File: src/sv/gcir_pkg.sv
// Types, constant tables and GF(2^8) helpers for the inverse round core.
package gcir_pkg;

  localparam int unsigned NumBytes = 16;

  typedef logic [7:0] byte_t;
  typedef byte_t [NumBytes-1:0] row_t;
  typedef row_t [NumBytes-1:0] mat_t;

  // x^8 + x^7 + x^6 + x + 1
  localparam logic [8:0] GfPoly = 9'b111000011;

  localparam byte_t MixCoef [NumBytes] = '{
    8'd148, 8'd32, 8'd133, 8'd16, 8'd194, 8'd192, 8'd1, 8'd251,
    8'd1, 8'd192, 8'd194, 8'd16, 8'd133, 8'd32, 8'd148, 8'd1
  };

  localparam byte_t InvSbox [256] = '{
    8'd165, 8'd45,  8'd50,  8'd143, 8'd14,  8'd48,  8'd56,  8'd192,
    8'd84,  8'd230, 8'd158, 8'd57,  8'd85,  8'd126, 8'd82,  8'd145,
    8'd100, 8'd3,   8'd87,  8'd90,  8'd28,  8'd96,  8'd7,   8'd24,
    8'd33,  8'd114, 8'd168, 8'd209, 8'd41,  8'd198, 8'd164, 8'd63,
    8'd224, 8'd39,  8'd141, 8'd12,  8'd130, 8'd234, 8'd174, 8'd180,
    8'd154, 8'd99,  8'd73,  8'd229, 8'd66,  8'd228, 8'd21,  8'd183,
    8'd200, 8'd6,   8'd112, 8'd157, 8'd65,  8'd117, 8'd25,  8'd201,
    8'd170, 8'd252, 8'd77,  8'd191, 8'd42,  8'd115, 8'd132, 8'd213,
    8'd195, 8'd175, 8'd43,  8'd134, 8'd167, 8'd177, 8'd178, 8'd91,
    8'd70,  8'd211, 8'd159, 8'd253, 8'd212, 8'd15,  8'd156, 8'd47,
    8'd155, 8'd67,  8'd239, 8'd217, 8'd121, 8'd182, 8'd83,  8'd127,
    8'd193, 8'd240, 8'd35,  8'd231, 8'd37,  8'd94,  8'd181, 8'd30,
    8'd162, 8'd223, 8'd166, 8'd254, 8'd172, 8'd34,  8'd249, 8'd226,
    8'd74,  8'd188, 8'd53,  8'd202, 8'd238, 8'd120, 8'd5,   8'd107,
    8'd81,  8'd225, 8'd89,  8'd163, 8'd242, 8'd113, 8'd86,  8'd17,
    8'd106, 8'd137, 8'd148, 8'd101, 8'd140, 8'd187, 8'd119, 8'd60,
    8'd123, 8'd40,  8'd171, 8'd210, 8'd49,  8'd222, 8'd196, 8'd95,
    8'd204, 8'd207, 8'd118, 8'd44,  8'd184, 8'd216, 8'd46,  8'd54,
    8'd219, 8'd105, 8'd179, 8'd20,  8'd149, 8'd190, 8'd98,  8'd161,
    8'd59,  8'd22,  8'd102, 8'd233, 8'd92,  8'd108, 8'd109, 8'd173,
    8'd55,  8'd97,  8'd75,  8'd185, 8'd227, 8'd186, 8'd241, 8'd160,
    8'd133, 8'd131, 8'd218, 8'd71,  8'd197, 8'd176, 8'd51,  8'd250,
    8'd150, 8'd111, 8'd110, 8'd194, 8'd246, 8'd80,  8'd255, 8'd93,
    8'd169, 8'd142, 8'd23,  8'd27,  8'd151, 8'd125, 8'd236, 8'd88,
    8'd247, 8'd31,  8'd251, 8'd124, 8'd9,   8'd13,  8'd122, 8'd103,
    8'd69,  8'd135, 8'd220, 8'd232, 8'd79,  8'd29,  8'd78,  8'd4,
    8'd235, 8'd248, 8'd243, 8'd62,  8'd61,  8'd189, 8'd138, 8'd136,
    8'd221, 8'd205, 8'd11,  8'd19,  8'd152, 8'd2,   8'd147, 8'd128,
    8'd144, 8'd208, 8'd36,  8'd52,  8'd203, 8'd237, 8'd244, 8'd206,
    8'd153, 8'd16,  8'd68,  8'd64,  8'd146, 8'd58,  8'd1,   8'd38,
    8'd18,  8'd26,  8'd72,  8'd104, 8'd245, 8'd129, 8'd139, 8'd199,
    8'd214, 8'd32,  8'd10,  8'd8,   8'd0,   8'd76,  8'd215, 8'd116
  };

  function automatic byte_t gf_mul(input byte_t a, input byte_t b);
    byte_t acc;
    logic [8:0] x;
    acc = '0;
    x = {1'b0, a};
    for (int n = 0; n < 8; n++) begin
      if (b[n]) acc ^= x[7:0];
      x = {x[7:0], 1'b0};
      if (x[8]) x ^= GfPoly;
    end
    return acc;
  endfunction

  // Folds the sixteen feedback steps into one byte matrix: each register
  // byte is tracked as its coefficient row over the sixteen input bytes.
  function automatic mat_t calc_inv_l();
    mat_t b;
    row_t t;
    for (int k = 0; k < NumBytes; k++) begin
      for (int c = 0; c < NumBytes; c++) begin
        b[k][c] = (k == c) ? 8'd1 : 8'd0;
      end
    end
    for (int r = 0; r < NumBytes; r++) begin
      t = '0;
      for (int i = 0; i < NumBytes; i++) begin
        for (int c = 0; c < NumBytes; c++) begin
          t[c] ^= gf_mul(MixCoef[i], b[i][c]);
        end
      end
      for (int i = NumBytes - 1; i > 0; i--) begin
        b[i] = b[i-1];
      end
      b[0] = t;
    end
    return b;
  endfunction

  localparam mat_t InvLMat = calc_inv_l();

endpackage

File: src/sv/gcir_lane.sv
// One output byte of the inverse linear map: constant multiply-xor row, registered.
module gcir_lane (
  input  logic           clk,
  input  logic           load,
  input  gcir_pkg::row_t blk,
  input  gcir_pkg::row_t coef,
  output gcir_pkg::byte_t mix_r
);
  import gcir_pkg::*;

  byte_t mix_nxt;

  always_comb begin
    mix_nxt = '0;
    for (int i = 0; i < NumBytes; i++) begin
      mix_nxt ^= gf_mul(coef[i], blk[i]);
    end
  end

  always_ff @(posedge clk) begin
    if (load) mix_r <= mix_nxt;
  end

endmodule

File: config.mk
export PLATFORM = sky130hd
export DESIGN_NAME = gcir_lane
export DESIGN_NICKNAME = d
export VERILOG_FILES = /design/src/sv/gcir_pkg.sv /design/src/sv/gcir_lane.sv
export SDC_FILE = /design/constraint.sdc
export NUM_CORES = 1
export LEC_CHECK = 0
export BUFFER_PORTS_ARGS = -buffer_cell sky130_fd_sc_hd__clkbuf_2
export CAP_MARGIN = 20
export CELL_PAD_IN_SITES_DETAIL_PLACEMENT = 2
export CELL_PAD_IN_SITES_GLOBAL_PLACEMENT = 2
export CORE_MARGIN = 4
export CORE_UTILIZATION = 37
export CTS_BUF_LIST = sky130_fd_sc_hd__clkbuf_2
export DETAILED_ROUTE_END_ITERATION = 16
export PLACE_DENSITY_LB_ADDON = 0.2
export SETUP_SLACK_MARGIN = 0.4
export SYNTH_ARGS = -nofsm -noshare
export SYNTH_HDL_FRONTEND = slang
export SYNTH_SLANG_ARGS = --single-unit
File: constraint.sdc
create_clock -name clk -period 7.3 [get_ports clk]
set_input_delay 2.19 -clock clk [delete_from_list [all_inputs] [get_ports clk]]
set_output_delay 2.19 -clock clk [all_outputs]
set_load 0.01 [all_outputs]
==> impl_results.md <==
* Status: complete, no violations
* Die Ht at between 200 and 250 um
* Synth Cell Area at ~0.018 mm2
* Worst setup EP type: register
* Via/cell ratio at 6.217
* Via count at 20,880
* Hold Violations, Final at 0
* GR Util met2 at about three quarters
* Syn_area_per_cell at 7.000 um2
* EDFF count, synth at 8
* Input/output buffers at 265
* Peak Freq at 0.1539 GHz
* Top cells by count, synth: nand2_1, xnor2_1, xor2_1
* H-tree depth at 1
* #FFs+latches synth at 8
* Total negative setup slack at 0 ns
* Area growth, synth to finish at 8.249%
* Vias in the first global route at 21,090
* Post-Syn Instances at 2,609
* Max Cap Viol at 0
* Critical path type: in2reg
* Dpl hpwl at 115,900 um
* Rows at 81
* Top Registers: mix_r x8
* Pwr Total at between 6 and 7 mW
* Post-CTS Setup Bufs at 0
* Cell with the most instances after synthesis: nand2_1
* Final Setup Violations at 0
* CTS resizes at 0
* M3 GR Usage at 15.19%
* Hold depth at 1
* Worst EP required at 7.36 ns
* Worst Path Max Fanout at 14
* Design Area, Final at 0.01977 mm2
* Clock slew at reported path FFs at 0.16 ns
* Routed Antenna Nets at 0
* Static leakage at around 8.6 nW
* Met1 GRT Util at 62.07%
* CTS Buf Count at 3
* Tcrit/Tclk final at 89.03%
* Tot GR Track Use at 51.02%
* Die Wd at 230.2 um
* Yosys top cell area share at 35.49%
* Synth cell types at between 40 and 50
* Worst vdd ir at around 0.37 mV
* Top Ports at 266
* Final net count at 2,954
* RSZ-0062 raised after global routing: no
* Hold Crit Start: load
* Prevailing post-synth register cell: edfxtp_1
* Syn_nets at approximately 2,900
* Setup WS pre-CTS at approximately 0.94 ns
* WL/cell at 41.74 um
* Largest net degree at the start of global routing at 21
* Grt total ovfl at 0
* Slew Limit Fails at 0
* Initial DRC Count at roughly 3,100
* WL final at 140,200 um
* Top Usage Layer GRT: met2
* Initial Util at 37.39%
* Placed inst area at 0.01972 mm2
* Initial antenna violation count at 1
* Share of cells above drive strength 1 at about an eighth
* PwrDens at around 350 mW/mm2
* Synth area leaders: xnor2_1, nand2_1, xor2_1
* DRC at 0
* First-pass GRT wire length at 184,500 um
* CTS tree: built
* Clock buffer depth at 2
* Root buffer cell: clkbuf_2
* Pre-antenna DRT Iters at 6
* Worst EP arrival at 6.56 ns
* Critical path launch point type: input pin
* Worst Tran Pin Value at 1.231 ns
* Largest Register: mix_r
* Full die area at 0.05298 mm2
* Largest area contributor in the netlist: xnor2_1
* Max transition margin at 17.63%
* Crit. Startpoint: coef[62]
* # hold bufs at CTS at 0
* Setup ws final at between 0.8 and 0.9 ns
* Gpl congestion at 1.109
* Hold path endpoint: mix_r[0]
* Synthesis Warnings at 0
* Synth async-reset ratio at 0%
* Core area at ~0.049 mm2
* Sequential share of the synthesized area at ~1.3%
* Max reg flops at 8
* CTS sink cnt at 8
* HP Class: in2reg
* Minimum clock period at 6.499 ns
through the flow:
step                      std cells  utilization (%)  hold WS, ns
after global placement         3351            40.35        2.614
after global routing           3358            40.46        2.342
after CTS                      3355            40.39        2.366
after floorplan                2609                -        2.303
final                          3359            40.47        2.363
after detailed placement       3352            40.36        2.622
metal layers:
| layer | routed length (um) | share of wire, % |
|---|---|---|
| met5 | 14 | 0.010 |
| met4 | 13340 | 9.5 |
| met3 | 17990 | 13 |
| met2 | 58370 | 42 |
| met1 | 50500 | 36 |
cell families after synthesis:
| kind of cell | synth area share, % |
|---|---|
| flops | 1.315 |
| xor+xnor | 66.24 |
| simple gates | 21.68 |
| mux | 0.8358 |
| buf+inv | 5.878 |
| compound gates | 4.049 |
worst max-delay path, stage by stage:
cell and delay [ns]:
clkbuf_2 0.49, xor3_1 0.69, nand2_1 0.15, xor2_1 0.74, xnor2_1 0.34, xnor2_1 0.20, xnor3_1 0.54, xnor3_2 0.49
xnor3_1 0.35, xnor3_1 0.37
final cells by class:
class	instances	area [um2]
fillers	5999	29080
multi-input cells	2348	16980
repair buffers	294	1548
well taps	664	830.8
flip-flops and latches	8	240.2
inverters	41	153.9
clock buffers	3	15.01
diodes	1	2.502
worst max-delay path by stage:
stage | depth (start not counted) | to
6_report | 10 | mix_r[6]
5_1_grt | 10 | mix_r[6]
4_1_cts | 10 | mix_r[7]
3_5_place_dp | 10 | mix_r[7]
3_3_place_gp | 10 | mix_r[6]
2_1_floorplan | 10 | mix_r[6]
cells in the final DEF (no fill, tap or decap), types with 2 or more instances in the layout:
cell,instances
o211ai_1,17
mux2i_1,13
a211oi_1,2
nand3_1,24
buf_4,28
xor2_2,11
o22a_1,3
edfxtp_1,8
a21oi_1,5
mux2_2,2
nor2b_1,5
nand2b_1,13
xnor2_1,740
nor2_1,22
xor3_1,38
xnor2_2,2
xnor3_2,2
inv_1,41
a32oi_1,2
o21ai_0,29
o211a_1,2
a2111oi_0,4
xor2_1,335
nand2_1,959
xnor3_1,52
a31oi_1,2
clkbuf_2,268
o221ai_1,15
xor3_2,14
or2_2,3
o22ai_1,22
and2_1,2
report_power, final:
part,internal [mW],switching [mW],leakage [nW]
combinational,2.93,3.64,8.47
clock,0.0112,0.0298,0.0125
sequential,0.237,0.0159,0.0783
(Power assumes the default switching activity.)
