<file path="config.mk">
export PLATFORM = sky130hd
export DESIGN_NAME = gcir_merge
export DESIGN_NICKNAME = d
export VERILOG_FILES = /design/src/sv/gcir_pkg.sv /design/src/sv/gcir_merge.sv
export SDC_FILE = /design/constraint.sdc
export NUM_CORES = 2
export LEC_CHECK = 0
export ABC_AREA = 1
export BUFFER_PORTS_ARGS = -buffer_cell sky130_fd_sc_hd__buf_2
export CAP_MARGIN = 10
export CORE_UTILIZATION = 25
export DETAILED_ROUTE_END_ITERATION = 16
export GPL_TIMING_DRIVEN = 0
export PLACE_DENSITY = 0.37
export SETUP_SLACK_MARGIN = 0.15
export SYNTH_ARGS = -nofsm -noshare
export SYNTH_HDL_FRONTEND = slang
export SYNTH_SLANG_ARGS = --single-unit
</file>
<file path="constraint.sdc">
create_clock -name clk -period 8.3 [get_ports clk]
set_input_delay 0.83 -clock clk [delete_from_list [all_inputs] [get_ports clk]]
set_output_delay 0.83 -clock clk [all_outputs]
set_load 0.01 [all_outputs]
</file>
<file path="src/sv/gcir_pkg.sv">
// Types, constant tables and GF(2^8) helpers for the inverse round core.
package gcir_pkg;

  localparam int unsigned NumBytes = 16;

  typedef logic [7:0] byte_t;
  typedef byte_t [NumBytes-1:0] row_t;
  typedef row_t [NumBytes-1:0] mat_t;

  // x^8 + x^7 + x^6 + x + 1
  localparam logic [8:0] GfPoly = 9'b111000011;

  localparam byte_t MixCoef [NumBytes] = '{
    8'd148, 8'd32, 8'd133, 8'd16, 8'd194, 8'd192, 8'd1, 8'd251,
    8'd1, 8'd192, 8'd194, 8'd16, 8'd133, 8'd32, 8'd148, 8'd1
  };

  localparam byte_t InvSbox [256] = '{
    8'd165, 8'd45,  8'd50,  8'd143, 8'd14,  8'd48,  8'd56,  8'd192,
    8'd84,  8'd230, 8'd158, 8'd57,  8'd85,  8'd126, 8'd82,  8'd145,
    8'd100, 8'd3,   8'd87,  8'd90,  8'd28,  8'd96,  8'd7,   8'd24,
    8'd33,  8'd114, 8'd168, 8'd209, 8'd41,  8'd198, 8'd164, 8'd63,
    8'd224, 8'd39,  8'd141, 8'd12,  8'd130, 8'd234, 8'd174, 8'd180,
    8'd154, 8'd99,  8'd73,  8'd229, 8'd66,  8'd228, 8'd21,  8'd183,
    8'd200, 8'd6,   8'd112, 8'd157, 8'd65,  8'd117, 8'd25,  8'd201,
    8'd170, 8'd252, 8'd77,  8'd191, 8'd42,  8'd115, 8'd132, 8'd213,
    8'd195, 8'd175, 8'd43,  8'd134, 8'd167, 8'd177, 8'd178, 8'd91,
    8'd70,  8'd211, 8'd159, 8'd253, 8'd212, 8'd15,  8'd156, 8'd47,
    8'd155, 8'd67,  8'd239, 8'd217, 8'd121, 8'd182, 8'd83,  8'd127,
    8'd193, 8'd240, 8'd35,  8'd231, 8'd37,  8'd94,  8'd181, 8'd30,
    8'd162, 8'd223, 8'd166, 8'd254, 8'd172, 8'd34,  8'd249, 8'd226,
    8'd74,  8'd188, 8'd53,  8'd202, 8'd238, 8'd120, 8'd5,   8'd107,
    8'd81,  8'd225, 8'd89,  8'd163, 8'd242, 8'd113, 8'd86,  8'd17,
    8'd106, 8'd137, 8'd148, 8'd101, 8'd140, 8'd187, 8'd119, 8'd60,
    8'd123, 8'd40,  8'd171, 8'd210, 8'd49,  8'd222, 8'd196, 8'd95,
    8'd204, 8'd207, 8'd118, 8'd44,  8'd184, 8'd216, 8'd46,  8'd54,
    8'd219, 8'd105, 8'd179, 8'd20,  8'd149, 8'd190, 8'd98,  8'd161,
    8'd59,  8'd22,  8'd102, 8'd233, 8'd92,  8'd108, 8'd109, 8'd173,
    8'd55,  8'd97,  8'd75,  8'd185, 8'd227, 8'd186, 8'd241, 8'd160,
    8'd133, 8'd131, 8'd218, 8'd71,  8'd197, 8'd176, 8'd51,  8'd250,
    8'd150, 8'd111, 8'd110, 8'd194, 8'd246, 8'd80,  8'd255, 8'd93,
    8'd169, 8'd142, 8'd23,  8'd27,  8'd151, 8'd125, 8'd236, 8'd88,
    8'd247, 8'd31,  8'd251, 8'd124, 8'd9,   8'd13,  8'd122, 8'd103,
    8'd69,  8'd135, 8'd220, 8'd232, 8'd79,  8'd29,  8'd78,  8'd4,
    8'd235, 8'd248, 8'd243, 8'd62,  8'd61,  8'd189, 8'd138, 8'd136,
    8'd221, 8'd205, 8'd11,  8'd19,  8'd152, 8'd2,   8'd147, 8'd128,
    8'd144, 8'd208, 8'd36,  8'd52,  8'd203, 8'd237, 8'd244, 8'd206,
    8'd153, 8'd16,  8'd68,  8'd64,  8'd146, 8'd58,  8'd1,   8'd38,
    8'd18,  8'd26,  8'd72,  8'd104, 8'd245, 8'd129, 8'd139, 8'd199,
    8'd214, 8'd32,  8'd10,  8'd8,   8'd0,   8'd76,  8'd215, 8'd116
  };

  function automatic byte_t gf_mul(input byte_t a, input byte_t b);
    byte_t acc;
    logic [8:0] x;
    acc = '0;
    x = {1'b0, a};
    for (int n = 0; n < 8; n++) begin
      if (b[n]) acc ^= x[7:0];
      x = {x[7:0], 1'b0};
      if (x[8]) x ^= GfPoly;
    end
    return acc;
  endfunction

  // Folds the sixteen feedback steps into one byte matrix: each register
  // byte is tracked as its coefficient row over the sixteen input bytes.
  function automatic mat_t calc_inv_l();
    mat_t b;
    row_t t;
    for (int k = 0; k < NumBytes; k++) begin
      for (int c = 0; c < NumBytes; c++) begin
        b[k][c] = (k == c) ? 8'd1 : 8'd0;
      end
    end
    for (int r = 0; r < NumBytes; r++) begin
      t = '0;
      for (int i = 0; i < NumBytes; i++) begin
        for (int c = 0; c < NumBytes; c++) begin
          t[c] ^= gf_mul(MixCoef[i], b[i][c]);
        end
      end
      for (int i = NumBytes - 1; i > 0; i--) begin
        b[i] = b[i-1];
      end
      b[0] = t;
    end
    return b;
  endfunction

  localparam mat_t InvLMat = calc_inv_l();

endpackage

</file>
<file path="src/sv/gcir_merge.sv">
// Merge stage: inverse S-box on every lane byte, packed into the output register.
module gcir_merge (
  input  logic           clk,
  input  logic           rst_n,
  input  logic           mix_valid,
  output logic           mix_ready,
  input  gcir_pkg::row_t mix,
  output logic           out_valid,
  input  logic           out_ready,
  output logic [63:0]    out_hi,
  output logic [63:0]    out_lo
);
  import gcir_pkg::*;

  logic           out_valid_r;
  logic [127:0]   blk_r;
  logic [127:0]   blk_nxt;

  assign mix_ready = !out_valid_r || out_ready;

  always_comb begin
    for (int i = 0; i < NumBytes; i++) begin
      blk_nxt[8*i +: 8] = InvSbox[mix[i]];
    end
  end

  always_ff @(posedge clk) begin
    if (!rst_n) begin
      out_valid_r <= 1'b0;
    end else if (mix_ready) begin
      out_valid_r <= mix_valid;
    end
  end

  always_ff @(posedge clk) begin
    if (mix_valid && mix_ready) blk_r <= blk_nxt;
  end

  assign out_valid = out_valid_r;
  assign out_hi    = blk_r[127:64];
  assign out_lo    = blk_r[63:0];

endmodule

</file>
==> flow_metrics.env <==
export IMPL_status="finished clean"
export IMPL_p_leak_nw=28.5
export IMPL_ys_ff_latch=129
export IMPL_cts_tree="built"
export IMPL_period_share_pct=46.4
export IMPL_power_density_nw_per_um2=104
export IMPL_syn2layout_area_growth_pct=10.2
export IMPL_critPathKind="primary input to flip-flop"
export IMPL_clkLatencyLatePin_ps=630
export IMPL_drt_pass1_iter_count=9
export IMPL_cp_max_fo=9
export IMPL_hold_path_cell_count=2
export IMPL_die_x_um=453
export IMPL_place_hpwl_um=296000
export IMPL_cts_setup_buffers=0
export IMPL_start_util_pct=25.2
export IMPL_die_area_um2=205000
export IMPL_rows=165
export IMPL_drc=0
export IMPL_reg2regPathDepth=6
export IMPL_ios=262
export IMPL_core_um2=202000
export IMPL_drive_gt1_share_pct=6.69
export IMPL_avgSynthCellArea_um2=4.95
export IMPL_netlist_area_um2=50900
export IMPL_pre_cts_slack_ps=4020
export IMPL_gp_congestion=1.09
export IMPL_ctsHoldBuffers=0
export IMPL_grt_remaining_overflow=0
export IMPL_seq_area_frac_synth_pct=7.59
export IMPL_cts_repair_resized=0
export IMPL_setup_viol=0
export IMPL_cp_data_required_time_ps=8650
export IMPL_vias=82746
export IMPL_fin_nets=10949
export IMPL_routed_wirelength_um=400000
export IMPL_hold_path_class="primary input to flip-flop"
export IMPL_timing_rr_end="blk_r[48]$_DFFE_PP_"
export IMPL_cts_buffers=17
export IMPL_htree_num_levels=4
export IMPL_tightestPinTransition_ps=1220
export IMPL_fmax_ghz=0.260
export IMPL_hp_start="rst_n"
export IMPL_cts_buffer_depth=2
export IMPL_crit_path_end_kind="flip-flop"
export IMPL_ir_drop_v=0.000235
export IMPL_routedWlPerCell_um=30.3
export IMPL_finalHoldViolCount=0
export IMPL_ys_types=37
export IMPL_finClkSkew_ps=42.9
export IMPL_r2r_slack_ps=6080
export IMPL_grt_max_degree=22
export IMPL_crit_path_end="blk_r[32]$_DFFE_PP_"
export IMPL_cts_num_sinks=129
export IMPL_ys_warn_count=0
export IMPL_cts_root_buf="clkbuf_16"
export IMPL_grt_pass1_vias=76900
export IMPL_r2r_start="out_valid$_SDFFE_PN0N_"
export IMPL_start_kind="primary input"
export IMPL_rsz0062_at_grt="no"
export IMPL_antenna_found_initial=29
export IMPL_cap_violations=0
export IMPL_drtAntennaViolNets=0
export IMPL_worstPathArrival_ps=4200
export IMPL_port_buffers=209
export IMPL_vias_per_cell=6.26
export IMPL_critPathLaunch="mix[32]"
export IMPL_drv_slew=0
export IMPL_power_mw=5.82
export IMPL_grt_pass1_wl_um=561000
export IMPL_grt_use_total_pct=37.0
export IMPL_cts_clk_slew_worst_paths_ps=80
export IMPL_initialDrtViolationCount=15421
export IMPL_netlist_instances=10290
export IMPL_dieHeight_um=453
export IMPL_slew_headroom_pct=17.7
export IMPL_fin_crit_ps=3850
export IMPL_syn_nets=10714
export IMPL_setup_ws_ps=4450
## layer usage
metal / part of all wire (%) / global-route usage, % / wire (um)
met1: 38 / 47.1 / 151000
met2: 42 / 55.8 / 167000
met3: 13 / 9.50 / 52600
met4: 7.4 / 22.3 / 29700
met5: 0.026 / 0 / 105
## cells in the mapped netlist (all sizes together)
cell,count,share of area [%]
a31oi,47,0.58
clkbuf,214,1.6
o2111ai,1,0.017
o31ai,1,0.015
nand3,2538,25
nor3,20,0.20
nand2,3859,29
buf,426,4.4
nand3b,30,0.44
o21a,1,0.015
o21ai,607,6.0
a21boi,1,0.015
dfxtp,1,0.039
o22ai,3,0.037
o21bai,5,0.074
and2,2,0.025
clkinv,31,0.23
o211ai,125,1.8
a21oi,466,4.6
inv,569,4.2
a22oi,5,0.074
ha,292,7.2
nand4,65,0.80
nor2,839,6.4
edfxtp,128,7.5
or2,14,0.17
## worst min path at each step
stage,end
after floorplan,out_valid$_SDFFE_PN0N_
after global placement,out_valid$_SDFFE_PN0N_
after detailed placement,out_valid$_SDFFE_PN0N_
after CTS,out_valid$_SDFFE_PN0N_
after global routing,out_valid$_SDFFE_PN0N_
final,out_valid$_SDFFE_PN0N_
## through the flow
stage                     instance area [um2]  setup TNS, ps  instances  util, %  hold WS [ps]
after floorplan                         50900              0      10290        -           595
after global placement                  55300        -745930      13171     27.3           492
after detailed placement                55500              0      13178     27.4           544
after CTS                               56100              0      13210     27.7           434
after global routing                    56100              0      13219     27.7           483
final                                   56100              0      13224     27.7           486
## placed cells by master, fill, tap and decap left out, types with 17 or more instances in the layout
master,count
buf_4,60
a21oi_1,462
nor2_1,796
buf_1,105
ha_1,292
inv_1,523
inv_2,43
nor3_1,20
nand3_1,2537
nand3b_1,30
clkinv_1,31
nand4_1,65
nand2_2,29
o21ai_0,597
o211ai_1,125
buf_2,458
a31oi_1,47
clkbuf_1,215
nand2_1,3830
nor2_2,39
clkbuf_16,17
edfxtp_1,128
## registers in the layout, summed over array words and instances, names as in the netlist
signal and flops:
out_valid 1, blk_r 128
## cell type report
type | instances | area (um2)
Fill cell | 24469 | 146000
Multi-Input combinational cell | 8921 | 41800
Sequential cell | 129 | 3860
Tap cell | 2672 | 3340
Buffer | 640 | 3030
Inverter | 600 | 2260
Timing Repair Buffer | 216 | 1220
Clock buffer | 19 | 443
Clock inverter | 13 | 125
Antenna cell | 14 | 35.0
## cell families after synthesis
group,count (synthesis),synth area share (%)
simple gates,7367,61.6
compound gates,1262,13.2
buf+inv,1240,10.4
fa+ha+maj,292,7.18
flops,129,7.59
## report_power, final
group	internal (mW)	leakage (nW)	switching, mW
Clock	0.426	0.276	0.499
Combinational	0.982	27.0	3.08
Sequential	0.804	1.26	0.0308
## critical path, cell delays in order
cell	delay, ps
buf_2	170
clkbuf_1	470
inv_1	400
ha_1	420
nor2_1	570
nand2_1	450
nand2_1	160
nand2_1	60
nand2_1	50
nand3_1	70
nand3_1	180
nand3_1	120
nand2_1	140
inv_1	100
No activity file was read; power rests on OpenSTA's default activity.
